--- src/nrle_pkg.sv ---
// ----------------------------------------------------------------------------
// nrle_pkg: shared types and constants of the nibble RLE tile decoder
// Holds widths, the controller state type and the command/status structs.
// ----------------------------------------------------------------------------
package nrle_pkg;

  localparam int unsigned MaxCharsDef    = 2048;
  localparam int unsigned WordW          = 32;
  localparam int unsigned CfgW           = 12;
  localparam int unsigned CountW         = 14;
  localparam int unsigned NibW           = 4;
  localparam int unsigned NibblesPerWord = 8;
  localparam int unsigned RunW           = 5;  // run length 1..16
  localparam int unsigned TakeW          = 4;  // nibbles per step 1..8
  localparam int unsigned NibLeftW       = 7;  // nibbles per word 4..64

  typedef enum logic {
    ST_IDLE,
    ST_RUN
  } nrle_state_e;

  // Controller to datapath
  typedef struct packed {
    logic load;  // take the input request
    logic step;  // insert one run segment
  } nrle_cmd_t;

  // Datapath to controller
  typedef struct packed {
    logic skip;       // request yields no results
    logic word_done;  // current step finishes the word
    logic out_free;   // output register can take a result
  } nrle_status_t;

endpackage

--- src/nrle_ifs.sv ---
// ----------------------------------------------------------------------------
// nrle_ifs: stream channels of the nibble RLE tile decoder
// Input channel carries compressed words, output channel packed pixel words.
// ----------------------------------------------------------------------------
interface nrle_in_if;
  logic        valid;
  logic        ready;
  logic [31:0] compressed_word;
  logic        start_new;

  modport source (output valid, output compressed_word, output start_new, input ready);
  modport sink   (input valid, input compressed_word, input start_new, output ready);
endinterface

interface nrle_out_if;
  logic        valid;
  logic        ready;
  logic [31:0] pixel_word;
  logic        last_of_run;
  logic        limit_reached;

  modport source (output valid, output pixel_word, output last_of_run,
                  output limit_reached, input ready);
  modport sink   (input valid, input pixel_word, input last_of_run,
                  input limit_reached, output ready);
endinterface

--- src/nibble_rle_tile_decoder.sv ---
// ----------------------------------------------------------------------------
// nibble_rle_tile_decoder: run-length decoder of 4-bit pixel nibbles
// A word is accepted only when idle; a result shows in the cycle after the step that fills it.
// Each word is stepped once per run segment (1..12 segments): 4, plus one per run split
//   by a full accumulator, fewer when the limit ends the word; back-pressure stalls steps.
// A word that yields no result (halted or limit already met) never leaves the idle state.
// Reset clears accumulator, counts and halt; char_count resets to 1.
// ----------------------------------------------------------------------------
module nibble_rle_tile_decoder
  import nrle_pkg::*;
#(
  parameter int unsigned MAX_CHARS = MaxCharsDef
) (
  input  logic            clk_i,
  input  logic            rst_ni,
  input  logic            cfg_we_i,
  input  logic [CfgW-1:0] cfg_wdata_i,
  nrle_in_if.sink         in_i,
  nrle_out_if.source      out_o
);

  nrle_cmd_t    cmd;
  nrle_status_t status;

  // Sequence requests
  nrle_ctrl u_ctrl (
    .clk_i      (clk_i),
    .rst_ni     (rst_ni),
    .in_valid_i (in_i.valid),
    .in_ready_o (in_i.ready),
    .status_i   (status),
    .cmd_o      (cmd)
  );

  // Decode runs into packed words
  nrle_datapath #(
    .MAX_CHARS (MAX_CHARS)
  ) u_datapath (
    .clk_i             (clk_i),
    .rst_ni            (rst_ni),
    .cfg_we_i          (cfg_we_i),
    .cfg_wdata_i       (cfg_wdata_i),
    .compressed_word_i (in_i.compressed_word),
    .start_new_i       (in_i.start_new),
    .cmd_i             (cmd),
    .status_o          (status),
    .out_ready_i       (out_o.ready),
    .out_valid_o       (out_o.valid),
    .pixel_word_o      (out_o.pixel_word),
    .last_of_run_o     (out_o.last_of_run),
    .limit_reached_o   (out_o.limit_reached)
  );

endmodule

--- src/nrle_ctrl.sv ---
// ----------------------------------------------------------------------------
// nrle_ctrl: sequencing controller
// Accepts one request at a time and steps the datapath until the word is done.
// ----------------------------------------------------------------------------
module nrle_ctrl
  import nrle_pkg::*;
(
  input  logic         clk_i,
  input  logic         rst_ni,
  input  logic         in_valid_i,
  output logic         in_ready_o,
  input  nrle_status_t status_i,
  output nrle_cmd_t    cmd_o
);

  nrle_state_e state_q, state_d;

  // Hold the current state
  always_ff @(posedge clk_i or negedge rst_ni) begin
    if (!rst_ni) begin
      state_q <= ST_IDLE;
    end else begin
      state_q <= state_d;
    end
  end

  // Advance on accepting a request that yields results, or on the final step of a word
  always_comb begin
    state_d = state_q;
    case (state_q)
      ST_IDLE: begin
        if (in_valid_i && !status_i.skip) begin
          state_d = ST_RUN;
        end
      end
      ST_RUN: begin
        if (status_i.out_free && status_i.word_done) begin
          state_d = ST_IDLE;
        end
      end
      default: state_d = ST_IDLE;
    endcase
  end

  // Drive handshake and commands
  always_comb begin
    in_ready_o = 1'b0;
    cmd_o      = '0;
    case (state_q)
      ST_IDLE: begin
        in_ready_o = 1'b1;
        cmd_o.load = in_valid_i;
      end
      ST_RUN: begin
        cmd_o.step = status_i.out_free;
      end
      default: begin
        in_ready_o = 1'b0;
      end
    endcase
  end

endmodule

--- src/nrle_datapath.sv ---
// ----------------------------------------------------------------------------
// nrle_datapath: run insertion, accumulator, limit tracking, output register
// Each step inserts as many nibbles of the current run as fit the accumulator.
// ----------------------------------------------------------------------------
module nrle_datapath
  import nrle_pkg::*;
#(
  parameter int unsigned MAX_CHARS = MaxCharsDef
) (
  input  logic              clk_i,
  input  logic              rst_ni,
  input  logic              cfg_we_i,
  input  logic [CfgW-1:0]   cfg_wdata_i,
  input  logic [WordW-1:0]  compressed_word_i,
  input  logic              start_new_i,
  input  nrle_cmd_t         cmd_i,
  output nrle_status_t      status_o,
  input  logic              out_ready_i,
  output logic              out_valid_o,
  output logic [WordW-1:0]  pixel_word_o,
  output logic              last_of_run_o,
  output logic              limit_reached_o
);

  logic [CfgW-1:0]     char_count_q;
  logic [WordW-1:0]    word_q;
  logic [RunW-1:0]     run_left_q;
  logic [NibLeftW-1:0] nib_left_q;
  logic [WordW-1:0]    acc_q;
  logic [2:0]          fill_q;
  logic [CountW-1:0]   emitted_q;
  logic                halted_q;
  logic                out_valid_q;
  logic [WordW-1:0]    pixel_q;
  logic                last_q;
  logic                limit_q;

  logic [CfgW-1:0]     lim_chars;
  logic [CountW-1:0]   limit;
  logic                eff_halted;
  logic [CountW-1:0]   eff_emitted;
  logic                skip;
  logic [NibLeftW-1:0] nib_total;
  logic [NibW-1:0]     data;
  logic [TakeW-1:0]    space;
  logic [TakeW-1:0]    take;
  logic [5:0]          shamt;
  logic [2*WordW-1:0]  acc_wide;
  logic [WordW:0]      mask_wide;
  logic [WordW-1:0]    acc_new;
  logic [TakeW-1:0]    fill_sum;
  logic                emit;
  logic [CountW-1:0]   emitted_inc;
  logic                lim_hit;
  logic [NibLeftW-1:0] nib_after;
  logic [RunW-1:0]     run_after;

  // Saturate the char count and scale to a word limit
  always_comb begin
    lim_chars = (char_count_q > CfgW'(MAX_CHARS)) ? CfgW'(MAX_CHARS) : char_count_q;
    limit     = {lim_chars, 2'b00};
  end

  // Evaluate the incoming request after an optional restart
  always_comb begin
    eff_halted  = start_new_i ? 1'b0 : halted_q;
    eff_emitted = start_new_i ? '0 : emitted_q;
    skip        = eff_halted || (eff_emitted >= limit);
    nib_total   = NibLeftW'(compressed_word_i[31:28]) + NibLeftW'(compressed_word_i[23:20])
                + NibLeftW'(compressed_word_i[15:12]) + NibLeftW'(compressed_word_i[7:4])
                + NibLeftW'(4);
  end

  // Insert one run segment: as many nibbles as fit or as the run has left
  always_comb begin
    data        = word_q[27:24];
    space       = TakeW'(NibblesPerWord) - {1'b0, fill_q};
    take        = (run_left_q < {1'b0, space}) ? run_left_q[TakeW-1:0] : space;
    shamt       = {take, 2'b00};
    acc_wide    = {{WordW{1'b0}}, acc_q} << shamt;
    mask_wide   = ((WordW+1)'(1) << shamt) - (WordW+1)'(1);
    acc_new     = acc_wide[WordW-1:0] | ({NibblesPerWord{data}} & mask_wide[WordW-1:0]);
    fill_sum    = {1'b0, fill_q} + take;
    emit        = (fill_sum == TakeW'(NibblesPerWord));
    emitted_inc = emitted_q + CountW'(1);
    lim_hit     = emit && (emitted_inc >= limit);
    nib_after   = nib_left_q - NibLeftW'(take);
    run_after   = run_left_q - RunW'(take);
  end

  assign status_o.skip      = skip;
  assign status_o.word_done = lim_hit || (nib_after == '0);
  assign status_o.out_free  = !out_valid_q || out_ready_i;

  // Hold configuration
  always_ff @(posedge clk_i or negedge rst_ni) begin
    if (!rst_ni) begin
      char_count_q <= CfgW'(1);
    end else if (cfg_we_i) begin
      char_count_q <= cfg_wdata_i;
    end
  end

  // Decoder state: load on accept, advance on each step
  always_ff @(posedge clk_i or negedge rst_ni) begin
    if (!rst_ni) begin
      word_q     <= '0;
      run_left_q <= '0;
      nib_left_q <= '0;
      acc_q      <= '0;
      fill_q     <= '0;
      emitted_q  <= '0;
      halted_q   <= 1'b0;
    end else if (cmd_i.load) begin
      word_q     <= compressed_word_i;
      run_left_q <= RunW'(compressed_word_i[31:28]) + RunW'(1);
      nib_left_q <= nib_total;
      halted_q   <= skip;
      emitted_q  <= eff_emitted;
      if (start_new_i) begin
        acc_q  <= '0;
        fill_q <= '0;
      end
    end else if (cmd_i.step) begin
      nib_left_q <= nib_after;
      if (emit) begin
        acc_q     <= '0;
        fill_q    <= '0;
        emitted_q <= emitted_inc;
      end else begin
        acc_q  <= acc_new;
        fill_q <= fill_sum[2:0];
      end
      if (lim_hit) begin
        halted_q <= 1'b1;
      end
      if (run_after == '0) begin
        word_q     <= {word_q[WordW-9:0], 8'h00};
        run_left_q <= RunW'(word_q[23:20]) + RunW'(1);
      end else begin
        run_left_q <= run_after;
      end
    end
  end

  // Output register valid: set on emit, drop when taken
  always_ff @(posedge clk_i or negedge rst_ni) begin
    if (!rst_ni) begin
      out_valid_q <= 1'b0;
    end else if (cmd_i.step && emit) begin
      out_valid_q <= 1'b1;
    end else if (out_ready_i) begin
      out_valid_q <= 1'b0;
    end
  end

  // Output payload
  always_ff @(posedge clk_i) begin
    if (cmd_i.step && emit) begin
      pixel_q <= acc_new;
      last_q  <= lim_hit || (nib_after < NibLeftW'(NibblesPerWord));
      limit_q <= lim_hit;
    end
  end

  assign out_valid_o     = out_valid_q;
  assign pixel_word_o    = pixel_q;
  assign last_of_run_o   = last_q;
  assign limit_reached_o = limit_q;

endmodule

--- src/flat_wrapper.sv ---
// flat-port wrapper written by rule: the top's interface ports become plain ports
module nibble_rle_tile_decoder_flat import nrle_pkg::*;
#(
  parameter int unsigned MAX_CHARS = MaxCharsDef
)
  (clk_i, rst_ni, cfg_we_i, cfg_wdata_i, in_i_valid, in_i_compressed_word, in_i_start_new, in_i_ready, out_o_valid, out_o_pixel_word, out_o_last_of_run, out_o_limit_reached, out_o_ready);
  nrle_in_if in_i_i ();
  nrle_out_if out_o_i ();
  input  logic clk_i;
  input  logic rst_ni;
  input  logic cfg_we_i;
  input  logic [CfgW-1:0] cfg_wdata_i;
  input wire logic [$bits(in_i_i.valid)-1:0] in_i_valid;
  input wire logic [$bits(in_i_i.compressed_word)-1:0] in_i_compressed_word;
  input wire logic [$bits(in_i_i.start_new)-1:0] in_i_start_new;
  output wire logic [$bits(in_i_i.ready)-1:0] in_i_ready;
  output wire logic [$bits(out_o_i.valid)-1:0] out_o_valid;
  output wire logic [$bits(out_o_i.pixel_word)-1:0] out_o_pixel_word;
  output wire logic [$bits(out_o_i.last_of_run)-1:0] out_o_last_of_run;
  output wire logic [$bits(out_o_i.limit_reached)-1:0] out_o_limit_reached;
  input wire logic [$bits(out_o_i.ready)-1:0] out_o_ready;
  assign in_i_i.valid = in_i_valid;
  assign in_i_i.compressed_word = in_i_compressed_word;
  assign in_i_i.start_new = in_i_start_new;
  assign in_i_ready = in_i_i.ready;
  assign out_o_valid = out_o_i.valid;
  assign out_o_pixel_word = out_o_i.pixel_word;
  assign out_o_last_of_run = out_o_i.last_of_run;
  assign out_o_limit_reached = out_o_i.limit_reached;
  assign out_o_i.ready = out_o_ready;
  nibble_rle_tile_decoder #(.MAX_CHARS(MAX_CHARS)) u_core (.clk_i(clk_i), .rst_ni(rst_ni), .cfg_we_i(cfg_we_i), .cfg_wdata_i(cfg_wdata_i), .in_i(in_i_i), .out_o(out_o_i));
endmodule
--- config.mk ---
export PLATFORM = sky130hd
export DESIGN_NAME = nibble_rle_tile_decoder_flat
export DESIGN_NICKNAME = d
export VERILOG_FILES = /design/src/nrle_pkg.sv /design/src/nrle_ifs.sv /design/src/nibble_rle_tile_decoder.sv /design/src/nrle_ctrl.sv /design/src/nrle_datapath.sv /design/src/flat_wrapper.sv
export SDC_FILE = /design/constraint.sdc
export NUM_CORES = 1
export LEC_CHECK = 0
export BUFFER_PORTS_ARGS = -buffer_cell sky130_fd_sc_hd__buf_2
export CAP_MARGIN = 20
export CORE_MARGIN = 2
export CORE_UTILIZATION = 45
export DETAILED_ROUTE_END_ITERATION = 6
export HOLD_SLACK_MARGIN = 0.06
export PLACE_DENSITY = 0.67
export SYNTH_ARGS = -nofsm -noshare
export SYNTH_HDL_FRONTEND = slang
export SYNTH_SLANG_ARGS = --single-unit
--- constraint.sdc ---
create_clock -name clk_i -period 6.3 [get_ports clk_i]
set_input_delay 0.63 -clock clk_i [delete_from_list [all_inputs] [get_ports clk_i]]
set_output_delay 0.63 -clock clk_i [all_outputs]
set_load 0.005 [all_outputs]
==> key figures <==
Outcome
  – Status: finished, final reports clean

Synthesis
  – Syn Std Cell Area: 0.00877 mm²
  – FFs w/ async S/R, synth: 75.4%
  – Seq/Total Area, Yosys: 41.3%
  – Syn nets: 1014
  – Number of synthesized flops with an enable pin: 34
  – Yosys reg bits: 138
  – Syn Area/Cell: 9.67 µm²
  – Netlist cell types: 83
  – Synth Warn #: 0
  – Mapped Cells: 907
  – Top_reg_cell synth: dfrtp_1

Clock network
  – Worst skew pair latency: 0.43 ns
  – Post-cts resize count: 0
  – TritonCTS buffer count: 17
  – Clock Path Buffers: 2
  – CTS root buffer: clkbuf_16
  – CTS Sinks: 138
  – CTS tree: built
  – Setup Fix Bufs, Post-CTS: 0
  – Post-CTS Hold Buffers: 0
  – H-tree depth: 4
  – CTS clk-pin slew, worst paths: 0.06 ns

Die
  – Chip height: 144 µm
  – Initial core utilization: 45.5%
  – Cell Rows: 51
  – CORE AREA: 0.0193 mm²
  – Die Wd: 144 µm
  – I/O pins: 86
  – DIE AREA: 0.0206 mm²

Global routing
  – GRT Total Usage: 22.4%
  – Largest net degree at the start of global routing: 58
  – Residual overflow from global routing: 0
  – Initial antenna violation count: 0
  – Vias in the first global route: 6860
  – First-pass GRT wire length: 36.2 mm

Critical path
  – Worst EP required: 6.59 ns
  – Critical Path AT: 5.95 ns
  – Crit start category: flip-flop
  – Crit end category: flip-flop
  – Setup crit start: u_core.u_datapath.fill_q[0]$_DFFE_PN0P_
  – FF-to-FF Start: u_core.u_datapath.fill_q[0]$_DFFE_PN0P_
  – Critical path peak fanout: 30
  – Setup Crit Path Kind: flip-flop to flip-flop
  – Reg2Reg Depth: 20

Timing
  – Setup TNS: 0 ns
  – Maximum clock rate: 177 MHz
  – Tcrit/Tclk final: 89.9%
  – Final slew viol count: 0
  – RSZ-0062 raised after global routing: no
  – Final min period: 5.66 ns
  – Final setup fails: 0
  – Rel. slew slack: 50.3%
  – Final hold vios: 0
  – Worst Tran Pin Value: 0.745 ns
  – Post-route clock skew: 0.00821 ns

Finish
  – Area growth syn-to-layout: 14.7%
  – Commonest non-fill, non-tap cell in the layout: nand2_1
  – # diodes: 0
  – Most frequent cells in the layout: nand2_1, dfrtp_1, buf_2
  – Layout cells sized above 1: 17.0%
  – # nets final: 1079

Hold path
  – Hold WC Path Type: primary input to asynchronous set/reset pin

Run
  – Max-cap violations: 0

Drt
  – DRC Markers: 0
  – Final wirelength: 22.2 mm
  – WL/cell: 17.7 µm
  – Drt pass-1 iters: 7
  – Via Count: 7295
  – Detailed router's first-iteration violation count: 738
  – Vias per inst: 5.84
  – Detail Route Antenna Nets: 0

Placement
  – Number of port buffers: 85
  – Gpl congestion: 0.989
  – DP Wirelength: 15.7 mm
[cells by family after synthesis]
| family | count (synthesis) | share of synthesized area [%] |
|---|---|---|
| buffers and inverters | 90 | 4.22 |
| multiplexers | 61 | 7.39 |
| XOR/XNOR | 29 | 3.14 |
| AND/OR/NAND/NOR | 284 | 15.1 |
| flip-flops | 138 | 41.3 |
| AO/OA/AOI/OAI | 247 | 20.0 |
| adder cells (fa/ha/maj) | 58 | 8.93 |
[worst paths after layout]
kind	to	slack, ns
max	u_core.u_datapath.word_q[11]$_DFFE_PN0P_	0.64
min	u_core.u_datapath.char_count_q[11]$_DFFE_PN0P_	0.22
max reg2reg	u_core.u_datapath.word_q[11]$_DFFE_PN0P_	0.64
min reg2reg	u_core.u_datapath.word_q[1]$_DFFE_PN0P_	0.50
max in group asynchronous	u_core.u_datapath.acc_q[15]$_DFFE_PN0P_	4.92
min in group clk_i	u_core.u_datapath.word_q[0]$_DFFE_PN0P_	0.39
[critical path, stage by stage, from the launching register on]
cell and delay [ns]:
dfrtp_1 0.32, buf_4 0.21, inv_1 0.23, ha_1 0.42, inv_1 0.06, ha_1 0.28, inv_1 0.07, o211ai_1 0.29
and4_1 0.48, o21ai_1 0.13, nand2_1 0.40, clkinv_1 0.39, ha_1 0.42, o21ai_0 0.16, nor3b_1 0.19, a211oi_1 0.28
o311ai_0 0.29, nand4_1 0.18, buf_4 0.40, mux2i_1 0.24, o21ai_0 0.10
[cell usage after synthesis, types with 5 or more instances]
master    count  area share, %
a22oi_1       7           0.60
buf_2        11           0.63
a221o_1       5           0.57
mux2i_1      43            4.9
and2_1        6           0.43
nand2_1     129            5.5
a21oi_1      37            2.1
nand3_1      31            1.8
a21o_1       13            1.1
inv_1        34            1.5
a211oi_1     21            1.8
nor2b_1      17            1.2
and3_1       13           0.93
edfxtp_1     34             12
a211o_1       5           0.50
fa_1          8            1.8
a22o_1       37            3.7
nor2_1       33            1.4
o22ai_1       6           0.43
o211ai_1      8           0.68
o31ai_1       5           0.43
clkbuf_1     38            1.6
xnor2_1      23            2.3
o21a_1        5           0.43
o21ai_0      52            3.0
ha_1         49            7.0
mux2_2       16            2.1
dfrtp_1     103             29
nor3_1       27            1.5
[state kept, by name, indices dropped and copies added, names as in the netlist]
| register | cells |
|---|---|
| u_core.u_datapath.acc_q | 32 |
| u_core.u_datapath.pixel_word_o | 32 |
| u_core.u_datapath.word_q | 28 |
| u_core.u_datapath.emitted_q | 14 |
| u_core.u_datapath.char_count_q | 12 |
| u_core.u_datapath.nib_left_q | 7 |
| u_core.u_datapath.run_left_q | 5 |
| u_core.u_datapath.fill_q | 3 |
| u_core.u_ctrl.state_q | 1 |
| u_core.u_datapath.halted_q | 1 |
| u_core.u_datapath.last_of_run_o | 1 |
| u_core.u_datapath.limit_reached_o | 1 |
| u_core.u_datapath.out_valid_o | 1 |
[cell type report]
type / instances / area (µm²)
Tap cell: 265 / 332
Fill cell: 1788 / 9210
Multi-Input combinational cell: 679 / 4790
Clock inverter: 10 / 135
Timing Repair Buffer: 99 / 546
Sequential cell: 138 / 3620
Inverter: 37 / 139
Clock buffer: 22 / 497
[stage by stage]
step,instance area [µm²],cells,hold WS (ns),setup WS [ns],util (%)
2_1_floorplan,8770,907,0.334,1.25,-
3_3_place_gp,9430,1218,0.481,1.09,48.9
3_5_place_dp,9430,1218,0.486,0.836,48.9
4_1_cts,10100,1250,0.245,0.772,52.2
5_1_grt,10100,1250,0.283,0.200,52.2
6_report,10100,1250,0.224,0.635,52.2
[per-layer routing]
metal  vias up  part of all wire (%)  global-route usage, %
met5         -                     0                      0
met4         0                   3.3                   8.77
met3        55                   5.6                   4.17
met2       268                    46                   34.6
met1      3502                    45                   31.2
li1       3470                     -                      -
Power is left out: the tool's default activity adds up to more than one toggle a clock period on the data nets, which glitch-free logic cannot reach.
